File: src/kcs_divider.sv
// Restoring divider, one quotient bit per cycle, for the modulo and the
// unit-vector divides. Depends on nothing.
`default_nettype none
module kcs_divider #(
   parameter int NW = 64,
   parameter int DW = 48
) (
   input  wire logic          clock,
   input  wire logic          reset,
   input  wire logic          go,
   input  wire logic [NW-1:0] num,
   input  wire logic [DW-1:0] den,
   output logic               done,
   output logic [NW-1:0]      quo,
   output logic [DW-1:0]      rem
);
   localparam int CW = $clog2(NW + 1);
   logic [NW-1:0] q_ff, q_in;
   logic [DW-1:0] r_ff, r_in, d_ff, d_in;
   logic [CW-1:0] n_ff, n_in;
   logic          run_ff, run_in, done_ff, done_in;
   logic [DW:0]   trial;

   always_comb begin
      q_in = q_ff; r_in = r_ff; d_in = d_ff; n_in = n_ff;
      run_in = run_ff; done_in = 1'b0;
      trial = {r_ff, q_ff[NW-1]};
      if (go) begin
         q_in = num; r_in = '0; d_in = den; n_in = CW'(NW); run_in = 1'b1;
      end else if (run_ff) begin
         if (trial >= {1'b0, d_ff}) begin
            r_in = DW'(trial - {1'b0, d_ff});
            q_in = {q_ff[NW-2:0], 1'b1};
         end else begin
            r_in = trial[DW-1:0];
            q_in = {q_ff[NW-2:0], 1'b0};
         end
         n_in = n_ff - 1'b1;
         if (n_ff == CW'(1)) begin
            run_in = 1'b0; done_in = 1'b1;
         end
      end
   end

   always_ff @(posedge clock) begin
      q_ff <= q_in; r_ff <= r_in; d_ff <= d_in; n_ff <= n_in;
      if (reset) begin
         run_ff <= 1'b0; done_ff <= 1'b0;
      end else begin
         run_ff <= run_in; done_ff <= done_in;
      end
   end

   assign done = done_ff;
   assign quo  = q_ff;
   assign rem  = r_ff;
endmodule
`default_nettype wire
File: config.mk
export PLATFORM = sky130hd
export DESIGN_NAME = kcs_divider
export DESIGN_NICKNAME = d
export VERILOG_FILES = /design/src/kcs_divider.sv
export SDC_FILE = /design/constraint.sdc
export NUM_CORES = 1
export LEC_CHECK = 0
export BUFFER_PORTS_ARGS = -buffer_cell sky130_fd_sc_hd__buf_2
export CAP_MARGIN = 20
export CORE_UTILIZATION = 55
export DETAILED_ROUTE_END_ITERATION = 10
export GPL_TIMING_DRIVEN = 0
export PLACE_DENSITY = 0.82
export SKIP_CTS_REPAIR_TIMING = 1
export SYNTH_ARGS = -nofsm -noshare
export SYNTH_HDL_FRONTEND = slang
export SYNTH_SLANG_ARGS = --single-unit
File: constraint.sdc
create_clock -name clock -period 3.67 [get_ports clock]
set_input_delay 0.367 -clock clock [delete_from_list [all_inputs] [get_ports clock]]
set_output_delay 0.367 -clock clock [all_outputs]
set_load 0.01 [all_outputs]
==> results.yml <==
finish:
  instances_no_fill: 1394
  fillCellCount: 1359
  finalInstanceArea_mm2: 0.0117
  drive_gt1_share_pct: 30.1
  area_growth_pct: 21.1
  nets: 1322
  num_antenna_cells: 0
global_route:
  antenna_found_initial: 1
  grt_remaining_overflow: 0
  grt_max_degree: 50
  grt_pass1_vias: 7690
  track_usage_pct: 27.8
  grt_pass1_wl_um: 38900
place:
  port_buffers: 227
  placed_cell_area_mm2: 0.0111
  hpwl_um: 19200
  gp_congestion: 0.964
  dp.cells: 1361
clocking:
  cts_buffers: 17
  clk_pin_slew_ns: 0.07
  clk_latency_ns: 0.44
  max-clock-path-buffers: 2
  h-tree-depth: 4
  cts.sinks: 169
  cts_tree: "yes"
  root_buffer: "clkbuf_16"
timing:
  skew_ns: 0.0155
  post-route-min-period_ns: 3.37
  final_hold_viol_count: 0
  fin_crit_sh_pct: 91.8
  rsz0062_at_grt: "no"
  slew_headroom_pct: 46.1
  slew_violations: 0
  final-setup-viol-count: 0
  tightest_slew_ns: 0.809
  timing.fmax_mhz: 297
  holdWs_ns: 0.102
die:
  io_pins: 228
  start_util_pct: 56.1
  die_w_um: 135
  core_mm2: 0.0172
  fp.dieH_um: 135
  core.rowCount: 48
  die-area_mm2: 0.0181
synthesis:
  synth_most_common_cell: "edfxtp_1"
  ys_warn_count: 0
  synth_top_cell_by_area: "edfxtp_1"
  synth_area_per_cell_um2: 10.7
  synth_edf_count: 112
  synthDistinctLibCells: 68
  synth_area_leaders: "edfxtp_1 (35%), dfxtp_1 (12%), mux2_2 (7.4%), ha_1 (6.5%), mux2i_1 (4.1%)"
  synth_async_sr_flop_share_pct: 0
  synthCells: 908
  synth_top_area_share_pct: 34.8
  synth_commonest_cells: "edfxtp_1 (112), nor2_1 (78), mux2_2 (64)"
  synth-seq-cells: 169
  synth-seq-area-share_pct: 46.6
  synth_area_mm2: 0.00968
  syn-num-nets: 1074
  synthFlopType: "edfxtp_1"
critical_path:
  r2r-end: "rem[43]"
  required_ns: 4.01
  crit_path_end_kind: "flip-flop"
  r2r-start: "d_ff[3]"
  crit_type: "flip-flop to flip-flop"
  startpoint_type: "flip-flop"
  r2r_cells: 12
  r2r_setup_slack_ns: 0.30
  path_max_fanout: 5
  arrival_ns: 3.72
hold_path:
  min_delay_path_depth: 1
  min_from: "den[12]"
  hold_path_end: "d_ff[12]"
  hold_class: "input pin to flip-flop"
run_status:
  outcome: "completed"
routing:
  drt-wirelength-per-cell_um: 18.0
  dr_total_vias: 7928
  routed_wl_um: 25100
  drt_iter0_drc: 541
  via_per_inst: 5.69
  drc_errors: 0
  ant_nets: 0
  drt-pass1-iter-count: 5
power_and_ir_drop:
  total_power_mw: 5.49
  ir_worst_vdd_uv: 364
  power_density_mw_per_mm2: 469
  cellLeakagePower_nw: 5.41
flow_run:
  max-cap-violations: 0
==> worst max-delay path: stages, from the launching register on <==
cell	delay [ns]
edfxtp_1	0.34
inv_1	0.05
ha_1	0.35
nand3_1	0.12
o21bai_1	0.20
a31oi_1	0.36
a211oi_1	0.19
nor4_1	0.33
o21ai_1	0.23
o21ai_1	0.42
nor3_1	0.09
a2111o_1	0.38
a311oi_2	0.22
==> cell usage in the layout, fill, tap and decap left out, types with 3 or more instances in the layout <==
master,n
and2_1,3
or2_2,5
buf_12,5
dfxtp_1,57
ha_1,50
clkbuf_16,17
nand2b_1,12
a221oi_1,4
nand3_1,10
o21a_1,3
o21ai_0,23
o221ai_1,3
a31oi_1,5
xnor2_1,27
a21oi_1,56
nand4b_1,3
inv_1,61
nor2_1,78
mux2i_1,40
nor4_1,5
buf_2,230
a21o_1,31
nor3_1,16
inv_8,5
edfxtp_1,112
clkinv_8,3
nand4_1,13
mux2_2,64
o22ai_1,3
a211oi_1,46
nand2_1,48
nor2b_1,4
xor2_1,23
o21ai_1,8
clkbuf_1,35
o21bai_1,10
o211ai_1,4
==> through the flow <==
step                util, %  TNS, ns  worst slack, ns
floorplan                 -        0            0.830
global placement       64.4    -1.20          -0.0219
detailed placement     64.5        0            0.126
CTS                    67.9        0            0.215
global route           68.0        0           0.0701
finish                 68.0        0            0.300
==> worst max-delay path by stage <==
stage	slack (ns)	end	start
after floorplan	0.83	rem[43]	rem[8]
after global placement	-0.02	quo[9]	go
after detailed placement	0.13	quo[15]	go
after CTS	0.21	rem[43]	d_ff[1]
after global routing	0.07	rem[37]	d_ff[35]
final	0.30	rem[43]	d_ff[3]
==> routing by layer <==
layer  wire (µm)  global-route usage (%)  up-vias  part of all wire [%]
met5          10                       0        -                 0.040
met4         546                    9.80        2                   2.2
met3        1880                    6.76       38                   7.5
met2       12400                    47.8      319                    50
met1       10200                    34.0     3742                    41
li1            -                       -     3827                     -
==> sequential cells by signal, indices dropped and copies added (netlist names) <==
name,count
quo,64
d_ff,48
rem,48
n_ff,7
done,1
run_ff,1
==> cell type report <==
class	count	area, µm²	area share (%)
tap	225	282	2.40
inverter	63	236	2.02
buffer	43	233	1.99
multi-input combinational	633	4700	40.1
sequential	169	4500	38.4
clock buffer	18	429	3.66
timing repair buffer	229	1180	10.0
clock inverter	14	155	1.32
==> cells by family (layout without fill, tap and decap cells) <==
| logic type | count (synthesis) | after routing | share of synthesized area [%] |
|---|---|---|---|
| compound gates | 216 | 216 | 15.4 |
| xor+xnor | 50 | 50 | 4.53 |
| fa+ha+maj | 51 | 51 | 6.67 |
| buf+inv | 106 | 367 | 4.85 |
| flops | 169 | 169 | 46.6 |
| mux | 104 | 104 | 11.6 |
| simple gates | 212 | 212 | 10.4 |
==> power by group <==
part / internal [mW] / switching (mW)
clock: 0.912 / 0.859
sequential: 2.23 / 0.118
combinational: 0.594 / 0.779
total: 3.74 / 1.76
(Power assumes the default switching activity.)
